### src/irla_pkg.sv
// ----------------------------------------------------------------------------
// irla_pkg
// Shared types and codes of the interrupt line run allocator: request and
// status codes, and the command and status bundles that join the controller
// to the datapath.
// ----------------------------------------------------------------------------
package irla_pkg;

   localparam int unsigned GLOBAL_W  = 16;
   localparam int unsigned COUNT_W   = 9;
   localparam int unsigned LEN_W     = 9;
   localparam int unsigned LINE_W    = 8;
   localparam int unsigned CSR_IDX_W = 1;
   localparam int unsigned CSR_DATA_W = 16;
   // global numbers plus a run length never pass 17 bits
   localparam int unsigned WIDE_W    = 17;

   localparam logic [CSR_IDX_W-1:0] CSR_DOMAIN_BASE  = 1'd0;
   localparam logic [CSR_IDX_W-1:0] CSR_DOMAIN_COUNT = 1'd1;

   localparam logic [COUNT_W-1:0] DOMAIN_COUNT_RESET = 9'd256;

   typedef enum logic [1:0] {
      OP_ALLOC = 2'd0,
      OP_FREE  = 2'd1,
      OP_MARK  = 2'd2,
      OP_CLEAR = 2'd3
   } op_type;

   typedef enum logic [2:0] {
      STS_OK      = 3'd0,
      STS_INVALID = 3'd1,
      STS_NO_RUN  = 3'd2,
      STS_RANGE   = 3'd3,
      STS_NOTHING = 3'd4
   } status_type;

   typedef enum logic [2:0] {
      IDX_HOLD   = 3'd0,
      IDX_ZERO   = 3'd1,
      IDX_INC    = 3'd2,
      IDX_GLOBAL = 3'd3,
      IDX_LINE   = 3'd4
   } idx_op_type;

   typedef enum logic [1:0] {
      IRQ_ZERO  = 2'd0,
      IRQ_START = 2'd1,
      IRQ_LINE  = 2'd2
   } irq_sel_type;

   typedef struct packed {
      logic        op_load;
      idx_op_type  idx_op;
      logic        scan_init;
      logic        scan;
      logic        rem_load;
      logic        rem_dec;
      logic        wr_en;
      logic        wr_val;
      logic        rsp_load;
      status_type  res_code;
      irq_sel_type irq_sel;
   } ctl_cmd_type;

   typedef struct packed {
      op_type op;
      logic   alloc_bad;
      logic   free_bad;
      logic   free_zero;
      logic   mark_bad;
      logic   clr_bad;
      logic   found;
      logic   exhausted;
      logic   idx_last;
      logic   rem_last;
      logic   line_set;
      logic   rsp_busy;
   } ctl_stat_type;

endpackage

### src/irla_req_if.sv
// ----------------------------------------------------------------------------
// irla_req_if
// Request channel: valid/ready handshake with the request fields.
// ----------------------------------------------------------------------------
interface irla_req_if;
   logic       valid;
   logic       ready;
   logic [1:0] op;
   logic [15:0] global_irq;
   logic [7:0] line_index;
   logic [8:0] run_length;

   modport source (output valid, output op, output global_irq, output line_index,
                   output run_length, input ready);
   modport sink   (input valid, input op, input global_irq, input line_index,
                   input run_length, output ready);
endinterface

### src/irla_rsp_if.sv
// ----------------------------------------------------------------------------
// irla_rsp_if
// Response channel: valid/ready handshake with status and global number.
// ----------------------------------------------------------------------------
interface irla_rsp_if;
   logic        valid;
   logic        ready;
   logic [2:0]  status;
   logic [15:0] result_irq;

   modport source (output valid, output status, output result_irq, input ready);
   modport sink   (input valid, input status, input result_irq, output ready);
endinterface

### src/irla_ctrl.sv
// ----------------------------------------------------------------------------
// irla_ctrl
// Request sequencer: clears the bitmap after reset, decodes each request,
// steps the scan, fill and free sweeps, and hands the result to the output
// register.
// ----------------------------------------------------------------------------
module irla_ctrl import irla_pkg::*; (
   input  logic         clock,
   input  logic         reset,
   input  logic         req_valid,
   output logic         req_ready,
   output ctl_cmd_type  cmd,
   input  ctl_stat_type st
);

   typedef enum logic [3:0] {
      S_CLEAR,
      S_IDLE,
      S_CHECK,
      S_SCAN,
      S_FILL,
      S_FREE,
      S_MARK,
      S_CLR_RD,
      S_CLR_EV,
      S_DONE
   } state_type;

   state_type   state_ff, state_in;
   status_type  code_ff, code_in;
   irq_sel_type sel_ff, sel_in;

   always_comb begin
      cmd       = '0;
      req_ready = 1'b0;
      state_in  = state_ff;
      code_in   = code_ff;
      sel_in    = sel_ff;
      case (state_ff)
         S_CLEAR: begin
            cmd.wr_en  = 1'b1;
            cmd.wr_val = 1'b0;
            cmd.idx_op = IDX_INC;
            if (st.idx_last) begin
               state_in = S_IDLE;
            end
         end
         S_IDLE: begin
            req_ready = 1'b1;
            if (req_valid) begin
               cmd.op_load = 1'b1;
               state_in    = S_CHECK;
            end
         end
         S_CHECK: begin
            sel_in = IRQ_ZERO;
            case (st.op)
               OP_ALLOC: begin
                  if (st.alloc_bad) begin
                     code_in  = STS_INVALID;
                     state_in = S_DONE;
                  end else begin
                     cmd.idx_op    = IDX_ZERO;
                     cmd.scan_init = 1'b1;
                     state_in      = S_SCAN;
                  end
               end
               OP_FREE: begin
                  if (st.free_bad) begin
                     code_in  = STS_RANGE;
                     state_in = S_DONE;
                  end else if (st.free_zero) begin
                     code_in  = STS_NOTHING;
                     state_in = S_DONE;
                  end else begin
                     cmd.idx_op   = IDX_GLOBAL;
                     cmd.rem_load = 1'b1;
                     state_in     = S_FREE;
                  end
               end
               OP_MARK: begin
                  if (st.mark_bad) begin
                     code_in  = STS_RANGE;
                     state_in = S_DONE;
                  end else begin
                     cmd.idx_op = IDX_LINE;
                     state_in   = S_MARK;
                  end
               end
               OP_CLEAR: begin
                  if (st.clr_bad) begin
                     code_in  = STS_RANGE;
                     state_in = S_DONE;
                  end else begin
                     cmd.idx_op = IDX_GLOBAL;
                     state_in   = S_CLR_RD;
                  end
               end
               default: begin
                  code_in  = STS_INVALID;
                  state_in = S_DONE;
               end
            endcase
         end
         S_SCAN: begin
            cmd.scan     = 1'b1;
            cmd.rem_load = 1'b1;
            if (st.found) begin
               code_in  = STS_OK;
               sel_in   = IRQ_START;
               state_in = S_FILL;
            end else if (st.exhausted) begin
               code_in  = STS_NO_RUN;
               sel_in   = IRQ_ZERO;
               state_in = S_DONE;
            end
         end
         S_FILL: begin
            cmd.wr_en   = 1'b1;
            cmd.wr_val  = 1'b1;
            cmd.idx_op  = IDX_INC;
            cmd.rem_dec = 1'b1;
            if (st.rem_last) begin
               state_in = S_DONE;
            end
         end
         S_FREE: begin
            cmd.wr_en   = 1'b1;
            cmd.wr_val  = 1'b0;
            cmd.idx_op  = IDX_INC;
            cmd.rem_dec = 1'b1;
            code_in     = STS_OK;
            sel_in      = IRQ_ZERO;
            if (st.rem_last) begin
               state_in = S_DONE;
            end
         end
         S_MARK: begin
            cmd.wr_en  = 1'b1;
            cmd.wr_val = 1'b1;
            code_in    = STS_OK;
            sel_in     = IRQ_LINE;
            state_in   = S_DONE;
         end
         S_CLR_RD: begin
            // wait for the registered bitmap read
            state_in = S_CLR_EV;
         end
         S_CLR_EV: begin
            sel_in = IRQ_ZERO;
            if (st.line_set) begin
               cmd.wr_en  = 1'b1;
               cmd.wr_val = 1'b0;
               code_in    = STS_OK;
            end else begin
               code_in = STS_NOTHING;
            end
            state_in = S_DONE;
         end
         S_DONE: begin
            // hold until the output register is free
            if (!st.rsp_busy) begin
               cmd.rsp_load = 1'b1;
               state_in     = S_IDLE;
            end
         end
         default: begin
            state_in = S_IDLE;
         end
      endcase
      cmd.res_code = code_ff;
      cmd.irq_sel  = sel_ff;
   end

   always_ff @(posedge clock) begin
      if (reset) begin
         state_ff <= S_CLEAR;
         code_ff  <= STS_OK;
         sel_ff   <= IRQ_ZERO;
      end else begin
         state_ff <= state_in;
         code_ff  <= code_in;
         sel_ff   <= sel_in;
      end
   end

   a_load_free: assert property (@(posedge clock) disable iff (reset)
      cmd.rsp_load |-> !st.rsp_busy)
      else $error("response loaded over a pending response");

   a_no_req_after_reset: assert property (@(posedge clock)
      $fell(reset) |-> !req_ready)
      else $error("request taken before the bitmap sweep");

   a_scan_one_outcome: assert property (@(posedge clock) disable iff (reset)
      (state_ff == S_SCAN) |-> !(st.found && st.exhausted))
      else $error("scan found a run and ran out together");

endmodule

### src/irla_dpath.sv
// ----------------------------------------------------------------------------
// irla_dpath
// Datapath: domain registers, request capture, range checks, the in-use
// bitmap memory with its line counter, the run scan and the response
// register.
// ----------------------------------------------------------------------------
module irla_dpath import irla_pkg::*; #(
   parameter int unsigned LINES = 256
) (
   input  logic                  clock,
   input  logic                  reset,
   input  logic                  csr_we,
   input  logic [CSR_IDX_W-1:0]  csr_index,
   input  logic [CSR_DATA_W-1:0] csr_wdata,
   input  logic [1:0]            req_op,
   input  logic [GLOBAL_W-1:0]   req_global_irq,
   input  logic [LINE_W-1:0]     req_line_index,
   input  logic [LEN_W-1:0]      req_run_length,
   output logic                  rsp_valid,
   input  logic                  rsp_ready,
   output logic [2:0]            rsp_status,
   output logic [GLOBAL_W-1:0]   rsp_result_irq,
   input  ctl_cmd_type           cmd,
   output ctl_stat_type          st
);

   localparam int unsigned IW = (LINES > 1) ? $clog2(LINES) : 1;
   localparam int unsigned CW = $clog2(LINES + 1);

   logic [GLOBAL_W-1:0] base_ff;
   logic [COUNT_W-1:0]  count_ff;
   op_type              op_ff;
   logic [GLOBAL_W-1:0] girq_ff;
   logic [LINE_W-1:0]   lidx_ff;
   logic [LEN_W-1:0]    len_ff;

   logic                line_mem [LINES];
   logic                rdata_ff;

   logic [CW-1:0]       idx_ff, idx_in;
   logic [CW-1:0]       rem_ff, rem_in;
   logic [CW-1:0]       run_ff, run_in;
   logic [CW-1:0]       start_ff, start_in;
   logic [CW-1:0]       chk_idx_ff;
   logic                chk_vld_ff, chk_vld_in;

   logic                rsp_vld_ff;
   status_type          status_ff;
   logic [GLOBAL_W-1:0] irq_ff;

   logic [CW-1:0]       cnt;
   logic [CW-1:0]       len_cw;
   logic [WIDE_W-1:0]   base_w, cnt_w, end_w, girq_w, len_w, gofs_w;
   logic [CW-1:0]       run_next;
   logic [CW-1:0]       found_start;
   logic                found;
   logic                more;
   logic [IW-1:0]       addr;

   // a count above the bitmap size acts as the bitmap size
   always_comb begin
      if (32'(count_ff) > 32'(LINES)) begin
         cnt = CW'(LINES);
      end else begin
         cnt = CW'(count_ff);
      end
   end

   assign len_cw = CW'(len_ff);
   assign base_w = WIDE_W'(base_ff);
   assign cnt_w  = WIDE_W'(cnt);
   assign end_w  = base_w + cnt_w;
   assign girq_w = WIDE_W'(girq_ff);
   assign len_w  = WIDE_W'(len_ff);
   assign gofs_w = girq_w - base_w;

   assign addr = idx_ff[IW-1:0];
   assign more = (idx_ff < cnt);

   // run scan: the read issued last cycle comes back tagged with chk_idx_ff
   assign run_next    = rdata_ff ? '0 : run_ff + CW'(1);
   assign found       = cmd.scan && chk_vld_ff && !rdata_ff && (run_next == len_cw);
   assign found_start = chk_idx_ff + CW'(1) - len_cw;

   always_comb begin
      idx_in = idx_ff;
      case (cmd.idx_op)
         IDX_HOLD:   idx_in = idx_ff;
         IDX_ZERO:   idx_in = '0;
         IDX_INC:    idx_in = idx_ff + CW'(1);
         IDX_GLOBAL: idx_in = CW'(gofs_w);
         IDX_LINE:   idx_in = CW'(lidx_ff);
         default:    idx_in = idx_ff;
      endcase
      if (cmd.scan) begin
         if (found) begin
            idx_in = found_start;
         end else if (more) begin
            idx_in = idx_ff + CW'(1);
         end
      end
   end

   always_comb begin
      chk_vld_in = chk_vld_ff;
      run_in     = run_ff;
      start_in   = start_ff;
      if (cmd.scan_init) begin
         chk_vld_in = 1'b0;
         run_in     = '0;
      end else if (cmd.scan) begin
         chk_vld_in = more && !found;
         if (chk_vld_ff) begin
            run_in = run_next;
         end
         if (found) begin
            start_in = found_start;
         end
      end
   end

   always_comb begin
      rem_in = rem_ff;
      if (cmd.rem_load) begin
         rem_in = len_cw;
      end else if (cmd.rem_dec) begin
         rem_in = rem_ff - CW'(1);
      end
   end

   always_ff @(posedge clock) begin
      if (reset) begin
         base_ff    <= '0;
         count_ff   <= DOMAIN_COUNT_RESET;
         idx_ff     <= '0;
         chk_vld_ff <= 1'b0;
         rsp_vld_ff <= 1'b0;
      end else begin
         if (csr_we) begin
            case (csr_index)
               CSR_DOMAIN_BASE:  base_ff  <= csr_wdata;
               CSR_DOMAIN_COUNT: count_ff <= csr_wdata[COUNT_W-1:0];
               default:          base_ff  <= base_ff;
            endcase
         end
         idx_ff     <= idx_in;
         chk_vld_ff <= chk_vld_in;
         if (cmd.rsp_load) begin
            rsp_vld_ff <= 1'b1;
         end else if (rsp_ready) begin
            rsp_vld_ff <= 1'b0;
         end
      end
   end

   always_ff @(posedge clock) begin
      if (cmd.op_load) begin
         op_ff   <= op_type'(req_op);
         girq_ff <= req_global_irq;
         lidx_ff <= req_line_index;
         len_ff  <= req_run_length;
      end
      rem_ff     <= rem_in;
      run_ff     <= run_in;
      start_ff   <= start_in;
      chk_idx_ff <= idx_ff;
      if (cmd.rsp_load) begin
         status_ff <= cmd.res_code;
         case (cmd.irq_sel)
            IRQ_START: irq_ff <= base_ff + GLOBAL_W'(start_ff);
            IRQ_LINE:  irq_ff <= base_ff + GLOBAL_W'(lidx_ff);
            default:   irq_ff <= '0;
         endcase
      end
   end

   // in-use bitmap: one write and one registered read per cycle
   always_ff @(posedge clock) begin
      if (cmd.wr_en) begin
         line_mem[addr] <= cmd.wr_val;
      end
      rdata_ff <= line_mem[addr];
   end

   always_comb begin
      st.op        = op_ff;
      st.alloc_bad = (len_ff == '0) || (len_w > cnt_w);
      st.free_bad  = (girq_w < base_w) || (girq_w + len_w > end_w) || (girq_w >= end_w);
      st.free_zero = (len_ff == '0);
      st.mark_bad  = (WIDE_W'(lidx_ff) >= cnt_w);
      st.clr_bad   = (girq_w < base_w) || (girq_w >= end_w);
      st.found     = found;
      st.exhausted = cmd.scan && !chk_vld_ff && !more;
      st.idx_last  = (idx_ff == CW'(LINES - 1));
      st.rem_last  = (rem_ff == CW'(1));
      st.line_set  = rdata_ff;
      st.rsp_busy  = rsp_vld_ff && !rsp_ready;
   end

   assign rsp_valid      = rsp_vld_ff;
   assign rsp_status     = status_ff;
   assign rsp_result_irq = irq_ff;

   a_write_in_map: assert property (@(posedge clock) disable iff (reset)
      cmd.wr_en |-> (idx_ff < CW'(LINES)))
      else $error("bitmap write beyond the last line");

   a_rsp_from_load: assert property (@(posedge clock) disable iff (reset)
      $rose(rsp_vld_ff) |-> $past(cmd.rsp_load))
      else $error("response raised without a load");

   a_found_start_ok: assert property (@(posedge clock) disable iff (reset)
      found |-> ((chk_idx_ff + CW'(1)) >= len_cw))
      else $error("found run starts before line zero");

endmodule

### src/irq_line_run_allocator.sv
// ----------------------------------------------------------------------------
// irq_line_run_allocator
// First-fit allocator of contiguous interrupt line runs over an in-use
// bitmap, with free-run, mark-one and clear-one requests.
//
//   channel   direction  handshake       payload
//   req_ch    in         valid / ready   op, global_irq, line_index, run_length
//   rsp_ch    out        valid / ready   status, result_irq
//   csr_*     in         csr_we          csr_index, csr_wdata
//
// One request at a time; the bitmap is a one-port memory, one line a cycle.
// Allocate scans the domain for a free run and, when one fits, fills it; the
// free-run request clears each line of the run; mark one sets one line; clear
// one reads one line and clears it when it is set.
// After reset a clearing pass over every bitmap line runs before the first request.
// A stalled response holds the next result; the next request is taken
// while a finished response waits.
// ----------------------------------------------------------------------------
module irq_line_run_allocator import irla_pkg::*; #(
   parameter int unsigned LINES = 256
) (
   input  logic                  clock,
   input  logic                  reset,
   irla_req_if.sink              req_ch,
   irla_rsp_if.source            rsp_ch,
   input  logic                  csr_we,
   input  logic [CSR_IDX_W-1:0]  csr_index,
   input  logic [CSR_DATA_W-1:0] csr_wdata
);

   ctl_cmd_type  cmd;
   ctl_stat_type st;

   irla_ctrl u_ctrl (
      .clock     (clock),
      .reset     (reset),
      .req_valid (req_ch.valid),
      .req_ready (req_ch.ready),
      .cmd       (cmd),
      .st        (st)
   );

   irla_dpath #(
      .LINES (LINES)
   ) u_dpath (
      .clock          (clock),
      .reset          (reset),
      .csr_we         (csr_we),
      .csr_index      (csr_index),
      .csr_wdata      (csr_wdata),
      .req_op         (req_ch.op),
      .req_global_irq (req_ch.global_irq),
      .req_line_index (req_ch.line_index),
      .req_run_length (req_ch.run_length),
      .rsp_valid      (rsp_ch.valid),
      .rsp_ready      (rsp_ch.ready),
      .rsp_status     (rsp_ch.status),
      .rsp_result_irq (rsp_ch.result_irq),
      .cmd            (cmd),
      .st             (st)
   );

endmodule
### src/flat_wrapper.sv
// flat-port wrapper written by rule: the top's interface ports become plain ports
module irq_line_run_allocator_flat import irla_pkg::*;
#(
   parameter int unsigned LINES = 256
)
  (clock, reset, csr_we, csr_index, csr_wdata, req_ch_valid, req_ch_op, req_ch_global_irq, req_ch_line_index, req_ch_run_length, req_ch_ready, rsp_ch_valid, rsp_ch_status, rsp_ch_result_irq, rsp_ch_ready);
  irla_req_if req_ch_i ();
  irla_rsp_if rsp_ch_i ();
  input  logic clock;
  input  logic reset;
  input  logic csr_we;
  input  logic [CSR_IDX_W-1:0] csr_index;
  input  logic [CSR_DATA_W-1:0] csr_wdata;
  input wire logic [$bits(req_ch_i.valid)-1:0] req_ch_valid;
  input wire logic [$bits(req_ch_i.op)-1:0] req_ch_op;
  input wire logic [$bits(req_ch_i.global_irq)-1:0] req_ch_global_irq;
  input wire logic [$bits(req_ch_i.line_index)-1:0] req_ch_line_index;
  input wire logic [$bits(req_ch_i.run_length)-1:0] req_ch_run_length;
  output wire logic [$bits(req_ch_i.ready)-1:0] req_ch_ready;
  output wire logic [$bits(rsp_ch_i.valid)-1:0] rsp_ch_valid;
  output wire logic [$bits(rsp_ch_i.status)-1:0] rsp_ch_status;
  output wire logic [$bits(rsp_ch_i.result_irq)-1:0] rsp_ch_result_irq;
  input wire logic [$bits(rsp_ch_i.ready)-1:0] rsp_ch_ready;
  assign req_ch_i.valid = req_ch_valid;
  assign req_ch_i.op = req_ch_op;
  assign req_ch_i.global_irq = req_ch_global_irq;
  assign req_ch_i.line_index = req_ch_line_index;
  assign req_ch_i.run_length = req_ch_run_length;
  assign req_ch_ready = req_ch_i.ready;
  assign rsp_ch_valid = rsp_ch_i.valid;
  assign rsp_ch_status = rsp_ch_i.status;
  assign rsp_ch_result_irq = rsp_ch_i.result_irq;
  assign rsp_ch_i.ready = rsp_ch_ready;
  irq_line_run_allocator #(.LINES(LINES)) u_core (.clock(clock), .reset(reset), .req_ch(req_ch_i), .rsp_ch(rsp_ch_i), .csr_we(csr_we), .csr_index(csr_index), .csr_wdata(csr_wdata));
endmodule
### config.mk
export PLATFORM = sky130hd
export DESIGN_NAME = irq_line_run_allocator_flat
export DESIGN_NICKNAME = d
export VERILOG_FILES = /design/src/irla_pkg.sv /design/src/irla_req_if.sv /design/src/irla_rsp_if.sv /design/src/irla_ctrl.sv /design/src/irla_dpath.sv /design/src/irq_line_run_allocator.sv /design/src/flat_wrapper.sv
export SDC_FILE = /design/constraint.sdc
export NUM_CORES = 1
export LEC_CHECK = 0
export ABC_AREA = 1
export BUFFER_PORTS_ARGS = -buffer_cell sky130_fd_sc_hd__buf_2
export CELL_PAD_IN_SITES_DETAIL_PLACEMENT = 1
export CELL_PAD_IN_SITES_GLOBAL_PLACEMENT = 1
export CORE_ASPECT_RATIO = 0.7
export CORE_MARGIN = 3
export CORE_UTILIZATION = 49
export CTS_CLUSTER_SIZE = 30
export DETAILED_ROUTE_END_ITERATION = 8
export PLACE_DENSITY_LB_ADDON = 0.15
export SLEW_MARGIN = 15
export SYNTH_ARGS = -nofsm -noshare
export SYNTH_HDL_FRONTEND = slang
export SYNTH_SLANG_ARGS = --single-unit
export TNS_END_PERCENT = 20
### constraint.sdc
create_clock -name clock -period 10.6 [get_ports clock]
set_input_delay 0 -clock clock [delete_from_list [all_inputs] [get_ports clock]]
set_output_delay 0 -clock clock [all_outputs]
set_load 0.01 [all_outputs]
==> flow_summary.yaml <==
sta:
  clock_skew_ns: 0.0201
  whs_ns: 0.156
  totalNegativeSetupSlack_ns: 0
  rsz0062_at_grt: "no"
  setup_violations: 0
  slew_viol_final: 0
  finalCritPeriodShare_pct: 49.1
  worst_slew_pin_slew_ns: 1.33
  final.min_clock_period_ns: 5.20
  slew-limit-headroom_pct: 10.0
  hold_viol: 0
  max_freq_ghz: 0.192
floorplan:
  die_w_um: 254
  dieArea_um2: 45500
  start_util_pct: 50.5
  row_count: 62
  die_y_um: 179
  io_pins: 78
  coreArea_um2: 41700
synthesis:
  synth_xor_area_share_pct: 2.08
  synth_seq_cells: 392
  synthMuxAreaShare_pct: 0.321
  synth_simple_gate_area_share_pct: 18.6
  synthAdderAreaFrac_pct: 7.61
  ys_async_sr_fraction_pct: 0
  syn_inst: 2281
  syn_area_um2: 21000
  synth_compound_area_share_pct: 13.0
  synthFlopType: "edfxtp_1"
  synth_seq_area_share_pct: 52.9
  synth_edf_count: 328
  yosys_warnings: 0
  synth_top_family_by_area: "simple AND/OR/NAND/NOR gates"
  syn_nets: 2463
  synth_cell_types: 59
  synth_area_per_cell_um2: 9.22
setup_path:
  crit_arrival_ns: 5.42
  crit_family: "simple AND/OR/NAND/NOR gates"
  cp_slowest_stage_delay_ns: 0.38
  cp_max_fo: 13
  slowest_stage: "nor2_1"
  worst_setup_path_end_kind: "flip-flop"
  path_class: "reg2reg"
  path_buf_inv: 5
  required_ns: 10.82
  crit_path_start_kind: "flip-flop"
pwr:
  powerDensity_nw_per_um2: 198
  cellLeakagePower_nw: 9.40
  irDropWorstVdd_mv: 0.116
clocking:
  cts_resized: 0
  ctsHtreeMaxLevel: 2
  path_clk_slew_ns: 0.06
  cts.sinks: 392
  clock_latency_ns: 0.57
  cts_inserted_buffers: 42
  root_buffer: "clkbuf_16"
  cts_max_path_buffers: 3
  cts_tree: "built"
cells_and_area:
  area_delta_synth_final_pct: 13.1
  drive_above_1_share_pct: 8.94
  fillers: 4784
  diodes: 0
  nNetsFinal: 2554
grt:
  grt_pass1_vias: 17845
  grt_pass1_wl_mm: 107
  grt_overflow: 0
  grt_usage_pct: 31.1
  grt_max_degree: 134
  antenna_found_initial: 1
status:
  outcome: "completed"
route:
  vias: 17956
  drc_errors: 0
  wl_mm: 71.8
  antenna_left: 0
  wire_per_inst_um: 24.3
  routed_via_density: 6.09
  initialDrtViolationCount: 2026
  dr.pass1.iters: 5
placement:
  portBuffers: 77
  gp_congestion: 0.952
  place_hpwl_mm: 47.8
hold_path:
  hp-class: "in2reg"
job:
  cap_violations: 0
[flip-flops by register name, indices dropped and copies added (netlist names)]
signal                         cells
u_core.u_dpath.chk_idx_ff          9
u_core.u_dpath.base_ff            16
u_core.u_ctrl.state_ff             4
u_core.u_ctrl.sel_ff               2
u_core.u_dpath.lidx_ff             8
u_core.u_dpath.op_ff               2
u_core.u_dpath.rdata_ff            1
u_core.u_dpath.len_cw              9
u_core.u_dpath.start_ff            9
u_core.u_dpath.rem_ff              9
u_core.u_dpath.rsp_result_irq     16
u_core.u_dpath.run_ff              9
u_core.u_dpath.rsp_valid           1
u_core.u_dpath.rsp_status          3
u_core.u_dpath.count_ff            9
u_core.u_dpath.line_mem          256
u_core.u_ctrl.code_ff              3
u_core.u_dpath.chk_vld_ff          1
u_core.u_dpath.idx_ff              9
u_core.u_dpath.girq_ff            16
[synth_stat cells (all sizes together), types with 7 or more instances]
library cell,n,area [um^2]
xnor2,23,201
o211ai,12,90.1
nand3b,7,52.6
edfxtp,328,9850
a21oi,110,573
o21bai,13,97.6
nand2,268,1070
or2,7,43.8
ha,120,1500
clkbuf,98,369
a22o,13,114
inv,199,749
nor3,17,90.1
o22ai,69,432
nand4,35,219
a221oi,11,96.3
xor2,27,236
dfxtp,64,1280
nand3,78,440
o21ai,214,1070
nor2,506,1920
[power by group]
part	switching, W	internal [W]
clock network	0.000648	0.000825
registers	0.000114	0.00172
logic	0.000980	0.000415
[worst min-delay path, cell delays in order]
cell	delay [ns]
buf_2	0.10
nand2_1	0.32
a21oi_1	0.25
[final timing paths]
kind                                   start                      endpoint  slack [ns]  cells after the start
setup / recovery  u_core.u_dpath.count_ff[7]      u_core.u_dpath.rem_ff[0]        5.40                     25
hold / removal                     csr_index    u_core.u_dpath.count_ff[5]        0.16                      3
setup reg to reg  u_core.u_dpath.count_ff[7]      u_core.u_dpath.rem_ff[0]        5.40                     25
hold reg to reg     u_core.u_ctrl.code_ff[0]  u_core.u_dpath.rsp_status[0]        0.44                      0
[area by class of cell]
cell class | instances | area [um^2] | share of cell area [%]
tap | 544 | 681 | 2.86
sequential | 392 | 11100 | 46.8
inverter | 202 | 762 | 3.20
clock buffer | 57 | 1130 | 4.74
timing repair buffer | 151 | 1120 | 4.70
multi-input combinational | 1583 | 8760 | 36.8
clock inverter | 19 | 196 | 0.826
[cells by family (layout without fill, tap and decap cells)]
| logic type | after synthesis | count (layout) |
|---|---|---|
| AOI/OAI and AO/OA | 473 | 473 |
| xor gates and xnor gates | 50 | 50 |
| adders and majority gates | 125 | 125 |
| buffers and inverters | 306 | 429 |
| DFF | 392 | 392 |
| muxes | 6 | 6 |
| and+or+nand+nor | 929 | 929 |
[per-stage QoR]
stage,utilization (%),instance area [um^2],worst slack (ns),total power (W),instances
after floorplan,-,21000,2.05,0.00269,2281
final,57.1,23800,5.40,0.00471,2948
after detailed placement,52.4,21800,5.48,0.00319,2814
after global routing,57.1,23800,4.84,0.00490,2948
after CTS,57.0,23700,5.46,0.00466,2945
after global placement,52.4,21800,5.75,0.00313,2814
[timing repair]
action / in CTS / in global routing
hold endpoints to repair: 72 / 9
buffers inserted: 0 / 0
hold buffers: 55 / 1
[per-layer routing]
layer  share of wire, %  GRT usage (%)
met1                 45           46.5
met2                 42           45.9
met3                 10           7.55
met4                1.9           6.44
met5               0.24           2.54
[cell usage in the layout, fill, tap and decap left out, types with 15 or more instances in the layout]
cell           count
a21oi_1          106
buf_2             77
buf_4             15
clkbuf_16         43
dfxtp_1           62
dlygate4sd3_1     56
edfxtp_1         328
ha_1             120
inv_1            192
nand2_1          254
nand3_1           68
nand4_1           35
nor2_1           496
nor3_1            16
o21ai_0          208
o22ai_1           69
xnor2_1           23
xor2_1            27
No activity file was read; power rests on OpenSTA's default activity.
